<file path="src/rtl/core/alu16_pkg.sv">
`timescale 1ns / 1ps
// ----------------------------------------------------------------------------
// alu16_pkg
// Shared types, opcodes and pipeline constants for the 16-bit flag ALU.
// ----------------------------------------------------------------------------
package alu16_pkg;

  localparam int unsigned WordW   = 16;
  localparam int unsigned NumCells = WordW;         // one quotient bit per cell
  localparam int unsigned Latency = NumCells + 2;   // front + cells + output

  localparam logic [3:0] OP_ADD = 4'd0;
  localparam logic [3:0] OP_SUB = 4'd1;
  localparam logic [3:0] OP_AND = 4'd2;
  localparam logic [3:0] OP_OR  = 4'd3;
  localparam logic [3:0] OP_XOR = 4'd4;
  localparam logic [3:0] OP_NOT = 4'd5;
  localparam logic [3:0] OP_SHL = 4'd6;
  localparam logic [3:0] OP_SHR = 4'd7;
  localparam logic [3:0] OP_MUL = 4'd8;
  localparam logic [3:0] OP_DIV = 4'd9;

  typedef struct packed {
    logic [3:0]       opcode;
    logic [WordW-1:0] operand_a;
    logic [WordW-1:0] operand_b;
    logic             add_carry;
    logic [7:0]       shift_amount;
  } req_t;

  typedef struct packed {
    logic [WordW-1:0] result_word;
    logic             zero_flag;
    logic             negative_flag;
    logic             carry_flag;
    logic             overflow_flag;
  } rsp_t;

  // One slot of the cell chain.
  typedef struct packed {
    logic             valid;
    logic             is_div;
    logic             div_zero;
    logic [WordW-1:0] rem;   // partial remainder
    logic [WordW-1:0] acc;   // dividend bits out, quotient bits in
    logic [WordW-1:0] dvs;   // divisor
    rsp_t             res;   // finished result for non-divide ops
  } stage_t;

endpackage

</file>
<file path="src/rtl/core/alu16_front.sv">
`timescale 1ns / 1ps
// ----------------------------------------------------------------------------
// alu16_front
// Entry stage: evaluates all non-divide ops and seeds the divide chain.
// ----------------------------------------------------------------------------
module alu16_front import alu16_pkg::*; (
  input  logic   clk_i,
  input  logic   rst_ni,
  input  logic   take_i,
  input  req_t   req_i,
  output stage_t stage_o
);

  logic [WordW:0]     add_w;
  logic [WordW:0]     sub_w;
  logic [2*WordW-1:0] shl_w;
  logic [2*WordW-1:0] mul_w;
  logic [3:0]         sh;
  logic [3:0]         sh_m1;
  logic [WordW-1:0]   a, b, r;
  logic               c, v, nclr;
  rsp_t               res;
  stage_t             stage_d, stage_q;

  always_comb begin
    a     = req_i.operand_a;
    b     = req_i.operand_b;
    sh    = req_i.shift_amount[3:0];
    sh_m1 = sh - 4'd1;
    add_w = {1'b0, a} + {1'b0, b} + {{WordW{1'b0}}, req_i.add_carry};
    sub_w = {1'b0, a} - {1'b0, b};
    shl_w = {{WordW{1'b0}}, a} << sh;
    mul_w = {{WordW{1'b0}}, a} * {{WordW{1'b0}}, b};
    r     = '0;
    c     = 1'b0;
    v     = 1'b0;
    nclr  = 1'b0;
    case (req_i.opcode)
      OP_ADD: begin
        r = add_w[WordW-1:0];
        c = add_w[WordW];
        v = ~(a[WordW-1] ^ b[WordW-1]) & (a[WordW-1] ^ r[WordW-1]);
      end
      OP_SUB: begin
        r = sub_w[WordW-1:0];
        c = ~sub_w[WordW];
        v = (a[WordW-1] ^ b[WordW-1]) & (a[WordW-1] ^ r[WordW-1]);
      end
      OP_AND: r = a & b;
      OP_OR:  r = a | b;
      OP_XOR: r = a ^ b;
      OP_NOT: r = ~a;
      OP_SHL: begin
        r = shl_w[WordW-1:0];
        c = |shl_w[2*WordW-1:WordW];
      end
      OP_SHR: begin
        r    = a >> sh;
        c    = (sh != 4'd0) ? a[sh_m1] : 1'b0;
        nclr = 1'b1;
      end
      OP_MUL: begin
        r = mul_w[WordW-1:0];
        c = |mul_w[2*WordW-1:WordW];
      end
      default: ;
    endcase
    res.result_word   = r;
    res.zero_flag     = (r == '0) && (req_i.opcode <= OP_DIV);
    res.negative_flag = r[WordW-1] & ~nclr;
    res.carry_flag    = c;
    res.overflow_flag = v;

    stage_d.valid    = take_i;
    stage_d.is_div   = (req_i.opcode == OP_DIV);
    stage_d.div_zero = (b == '0);
    stage_d.rem      = '0;
    stage_d.acc      = a;
    stage_d.dvs      = b;
    stage_d.res      = res;
  end

  always_ff @(posedge clk_i or negedge rst_ni) begin
    if (!rst_ni) begin
      stage_q <= '0;
    end else begin
      stage_q <= stage_d;
    end
  end

  assign stage_o = stage_q;

endmodule

</file>
<file path="src/rtl/core/alu16_div_cell.sv">
`timescale 1ns / 1ps
// ----------------------------------------------------------------------------
// alu16_div_cell
// One restoring-division step; other ops ride through unchanged.
// ----------------------------------------------------------------------------
module alu16_div_cell import alu16_pkg::*; (
  input  logic   clk_i,
  input  logic   rst_ni,
  input  stage_t stage_i,
  output stage_t stage_o
);

  logic [WordW:0] shifted;
  logic [WordW:0] diff;
  logic           qbit;
  stage_t         stage_d, stage_q;

  always_comb begin
    shifted = {stage_i.rem, stage_i.acc[WordW-1]};
    diff    = shifted - {1'b0, stage_i.dvs};
    qbit    = ~diff[WordW] | shifted[WordW];
    stage_d = stage_i;
    if (stage_i.is_div) begin
      stage_d.rem = qbit ? diff[WordW-1:0] : shifted[WordW-1:0];
      stage_d.acc = {stage_i.acc[WordW-2:0], qbit};
    end
  end

  always_ff @(posedge clk_i or negedge rst_ni) begin
    if (!rst_ni) begin
      stage_q <= '0;
    end else begin
      stage_q <= stage_d;
    end
  end

  assign stage_o = stage_q;

endmodule

</file>
<file path="src/rtl/core/alu16_with_flags_core.sv">
`timescale 1ns / 1ps
// ----------------------------------------------------------------------------
// alu16_with_flags_core
// 16-bit ALU with zero/negative/carry/overflow flags and a pipelined divider.
// ----------------------------------------------------------------------------
// Every opcode passes the front stage, all divide cells and the output register to done_o.
// Throughput: one request per cycle; busy is never raised.
// The fixed latency is set by the divide chain: one cell per quotient bit.
// Results are presented for one cycle; the receiver cannot stall.
// Reset (rst_ni low, async) empties the pipeline; no result follows it.
module alu16_with_flags_core import alu16_pkg::*; (
  input  logic clk_i,
  input  logic rst_ni,
  input  logic start,
  output logic busy,
  input  req_t req_i,
  output logic done_o,
  output rsp_t rsp_o
);

  // chain[0] is the front stage, chain[NumCells] the last divide cell
  stage_t chain [NumCells+1];
  stage_t last;
  rsp_t   rsp_d, rsp_q;
  logic   done_q;

  // No backpressure anywhere: every slot advances each cycle.
  assign busy = 1'b0;

  alu16_front u_front (
    .clk_i   (clk_i),
    .rst_ni  (rst_ni),
    .take_i  (start & ~busy),
    .req_i   (req_i),
    .stage_o (chain[0])
  );

  for (genvar i = 0; i < NumCells; i++) begin : g_cell
    alu16_div_cell u_cell (
      .clk_i   (clk_i),
      .rst_ni  (rst_ni),
      .stage_i (chain[i]),
      .stage_o (chain[i+1])
    );
  end

  assign last = chain[NumCells];

  // Final formatting: divide results take the quotient, or the
  // divide-by-zero pattern; everything else was finished up front.
  always_comb begin
    rsp_d = last.res;
    if (last.is_div) begin
      if (last.div_zero) begin
        rsp_d.result_word   = '0;
        rsp_d.zero_flag     = 1'b0;
        rsp_d.negative_flag = 1'b0;
        rsp_d.carry_flag    = 1'b1;
        rsp_d.overflow_flag = 1'b1;
      end else begin
        rsp_d.result_word   = last.acc;
        rsp_d.zero_flag     = (last.acc == '0);
        rsp_d.negative_flag = last.acc[WordW-1];
        rsp_d.carry_flag    = 1'b0;
        rsp_d.overflow_flag = 1'b0;
      end
    end
  end

  always_ff @(posedge clk_i or negedge rst_ni) begin
    if (!rst_ni) begin
      done_q <= 1'b0;
    end else begin
      done_q <= last.valid;
    end
  end

  always_ff @(posedge clk_i) begin
    rsp_q <= rsp_d;
  end

  assign done_o = done_q;
  assign rsp_o  = rsp_q;

endmodule

</file>
<file path="config.mk">
export PLATFORM = sky130hd
export DESIGN_NAME = alu16_with_flags_core
export DESIGN_NICKNAME = d
export VERILOG_FILES = /design/src/rtl/core/alu16_pkg.sv /design/src/rtl/core/alu16_front.sv /design/src/rtl/core/alu16_div_cell.sv /design/src/rtl/core/alu16_with_flags_core.sv
export SDC_FILE = /design/constraint.sdc
export NUM_CORES = 2
export LEC_CHECK = 0
export BUFFER_PORTS_ARGS = -buffer_cell sky130_fd_sc_hd__buf_2
export CORE_MARGIN = 2
export CORE_UTILIZATION = 62
export CTS_CLUSTER_DIAMETER = 40
export DETAILED_ROUTE_END_ITERATION = 6
export PLACE_DENSITY = 0.78
export REMOVE_ABC_BUFFERS = 1
export SYNTH_ARGS = -nofsm -noshare
export SYNTH_HDL_FRONTEND = slang
export SYNTH_SLANG_ARGS = --single-unit
</file>
<file path="constraint.sdc">
create_clock -name clk_i -period 4.1 [get_ports clk_i]
set_clock_uncertainty 0.1 [all_clocks]
set_input_delay 0.41 -clock clk_i [delete_from_list [all_inputs] [get_ports clk_i]]
set_output_delay 0.41 -clock clk_i [all_outputs]
set_load 0.02 [all_outputs]
</file>
==> metrics <==
CTS max path bufs=3; post-synthesis register bit count=1180; hold-critical path endpoint=u_front.stage_o[21]; ys async rst share=98.3%; ranking of synthesized cells by area=dfrtp_1, ha_1, fa_1; top cell type's share of synthesized area=47.8%; Synth cell types=90; top cells by count, synth=dfrtp_1, inv_1, nor2_1, nand2_1, ha_1; per-cell routed wire length=20.6 um; row count=114; Period minus WS final=5.68 ns; violated checks=negative setup slack; fmax=176 MHz; DR vias/cell=5.84; run status=finished with violations; DP Worst Slack=-2.97 ns; Ports=70; FF-to-FF Start=g_cell[10].u_cell.stage_o[51]; final WL=151 mm; largest net degree at the start of global routing=137; reg-to-reg critical path endpoint=g_cell[11].u_cell.stage_o[53]; period utilization=139%; total CTS buffers=138; total grt overflow=0; worst hold-check path type=in2reg; WHS=0.0406 ns; drc violations=0; Mapped Area=60700 um2; post-layout util=73.3%; met3 GRT Util=5.31%; VDD IR max=1.13 mV; path depth of the worst reg2reg path=13; Switching Share=36.3%; met1 GRT Util=38.3%; Synth warnings=0; antenna violations before repair=0; post-route design area=70900 um2; post-route ant nets=0; Clk pwr share=25.7%; vias in the first global route=45.0k; Lkg Pwr=33.8 nW; P_int=30.6 mW; Max Cap Viol=0; GPL Wtd Cong=0.929; Seq pwr share=30.4%; Overall Power=48.0 mW; Crit Path Max Fanout=5; final hold violations=0; Post-Place Cell Area=64800 um2; Critical Path AT=6.22 ns; Avg Inst Size Synth=11.0 um2; GRT busiest layer=met2; I/O Buffers=64; H-tree depth=4; Iter 0 DRT Violations=3253; Seq/Total Area, Yosys=48.5%; met2 usage=52.9%; RSZ-0062 raised after global routing=true; drt first pass iters=5; CTS tree=done; Psw=17.4 mW; clk slew on worst S/H paths=0.06 ns; initial core utilization=62.7%; Global Route Usage Sum=31.0%; Final nets=6609; number of synthesized flops with an enable pin=0; r2r setup slk=0.29 ns; final setup fails=12; actual slew at the worst max-slew pin=1.21 ns; CP required=4.63 ns; Startpoint Class=primary input; Sink Count=1180; setup slack after layout=-1.58 ns; first-pass GRT wire length=242 mm; Synth area leader=dfrtp_1; dominant synthesized flop cell=dfrtp_1; die area=100000 um2; Rel. slew slack=19.3%; hpwl dp=106 mm; CTS root buf=clkbuf_16; Final Max Slew Viols=0; PwrDens=677 nW/um2; P&R area growth vs syn=16.9%; Die H=317 um; Crit. End Element=flop; share of cells above drive strength 1=19.2%; count leader, synth=dfrtp_1; die width=317 um; combinational power share=43.9%; Min-Delay Path Depth=3; Cells after Synth=5541; clock latency on the worst-skew pair=0.74 ns; via count=42.9k; CORE AREA=96900 um2; crit path kind=in2reg; HP Start=req_i[10]
-- routing by layer --
layer / wire length (um) / part of all wire (%)
met1: 59400 / 39
met3: 8730 / 5.8
met4: 8210 / 5.4
met2: 74800 / 50
met5: 0 / 0
-- state kept, by name (all words and copies together) (netlist names) --
signal                 count
u_front.stage_o           55
g_cell.u_cell.stage_o   1104
done_o                     1
rsp_o                     20
-- layout make-up --
class | count | area, um2
repair buffers | 478 | 4000
fillers | 6350 | 25900
inverters | 606 | 2320
diodes | 1 | 2.50
well taps | 1276 | 1600
clock inverters | 68 | 927
clock buffers | 185 | 3840
multi-input cells | 3552 | 28800
flip-flops and latches | 1180 | 29400
-- worst max-delay path by stage --
stage	from	to	depth (start not counted)
6_report	req_i[26]	u_front.stage_o[3]	24
5_1_grt	req_i[34]	u_front.stage_o[1]	25
4_1_cts	req_i[35]	u_front.stage_o[1]	25
3_5_place_dp	req_i[33]	u_front.stage_o[1]	21
3_3_place_gp	req_i[14]	u_front.stage_o[1]	22
2_1_floorplan	req_i[13]	u_front.stage_o[1]	22
-- per-stage QoR --
step	instances	setup TNS (ns)
finish	7346	-10.50
global route	7345	-11.97
CTS	7333	-9.83
detailed placement	7038	-23.42
global placement	7038	-22.92
floorplan	5338	-14.79
-- power groups by stage --
| stage | clock network, mW | registers, mW | logic, mW |
|---|---|---|---|
| after floorplan | 0 | 14.3 | 11.3 |
| after global placement | 0 | 14.5 | 17.6 |
| after detailed placement | 0 | 14.7 | 17.9 |
| after CTS | 12.5 | 14.6 | 19.7 |
| after global routing | 13.1 | 14.8 | 23.1 |
| final | 12.3 | 14.6 | 21.1 |
-- timing repair --
item,in CTS,in global routing
buffers inserted,22,17
pin swaps,46,73
hold endpoints to repair,222,0
endpoints found under the setup margin,12,44
hold buffers,26,0
gates resized for setup,144,120
-- kinds of logic after synthesis --
logic type / synth area share, %
compound gates: 10.5
xor+xnor: 2.65
fa+ha+maj: 15.1
buf+inv: 5.19
flops: 48.5
mux: 8.16
other cells: 0.00618
simple gates: 9.89
-- layout by cell type, fill, tap and decap left out, drive strengths merged, types with 28 or more instances in the layout --
master / netlist / routed
xnor2: 130 / 130
a211oi: 41 / 41
mux2i: 139 / 139
clkbuf: 149 / 191
nand3: 78 / 78
buf: 61 / 446
mux4: 28 / 28
o21a: 47 / 47
xor2: 54 / 54
nor3: 111 / 111
or3: 55 / 55
nor2b: 52 / 52
nor2: 476 / 476
a21o: 54 / 54
nand2: 407 / 407
dfrtp: 1160 / 1160
ha: 394 / 394
a21oi: 341 / 341
mux2: 260 / 260
inv: 590 / 606
fa: 211 / 211
o221ai: 32 / 32
nand2b: 31 / 31
a31oi: 40 / 40
clkinv: 16 / 48
o21ai: 183 / 183
-- worst max-delay path, cell delays in order --
cell	delay, ns
clkbuf_4	0.18
inv_2	0.16
nor2_4	0.05
fa_1	0.49
fa_1	0.53
ha_2	0.17
inv_2	0.03
fa_1	0.46
fa_1	0.55
inv_1	0.05
fa_1	0.54
ha_4	0.21
buf_6	0.13
o211a_1	0.10
o31a_1	0.15
buf_6	0.15
o21ai_4	0.12
nand2b_1	0.09
a21oi_2	0.21
xnor2_2	0.13
a211oi_2	0.26
or3b_1	0.39
or4_4	0.44
nor4_4	0.19
Note: power is estimated with default switching activity, not from simulation.
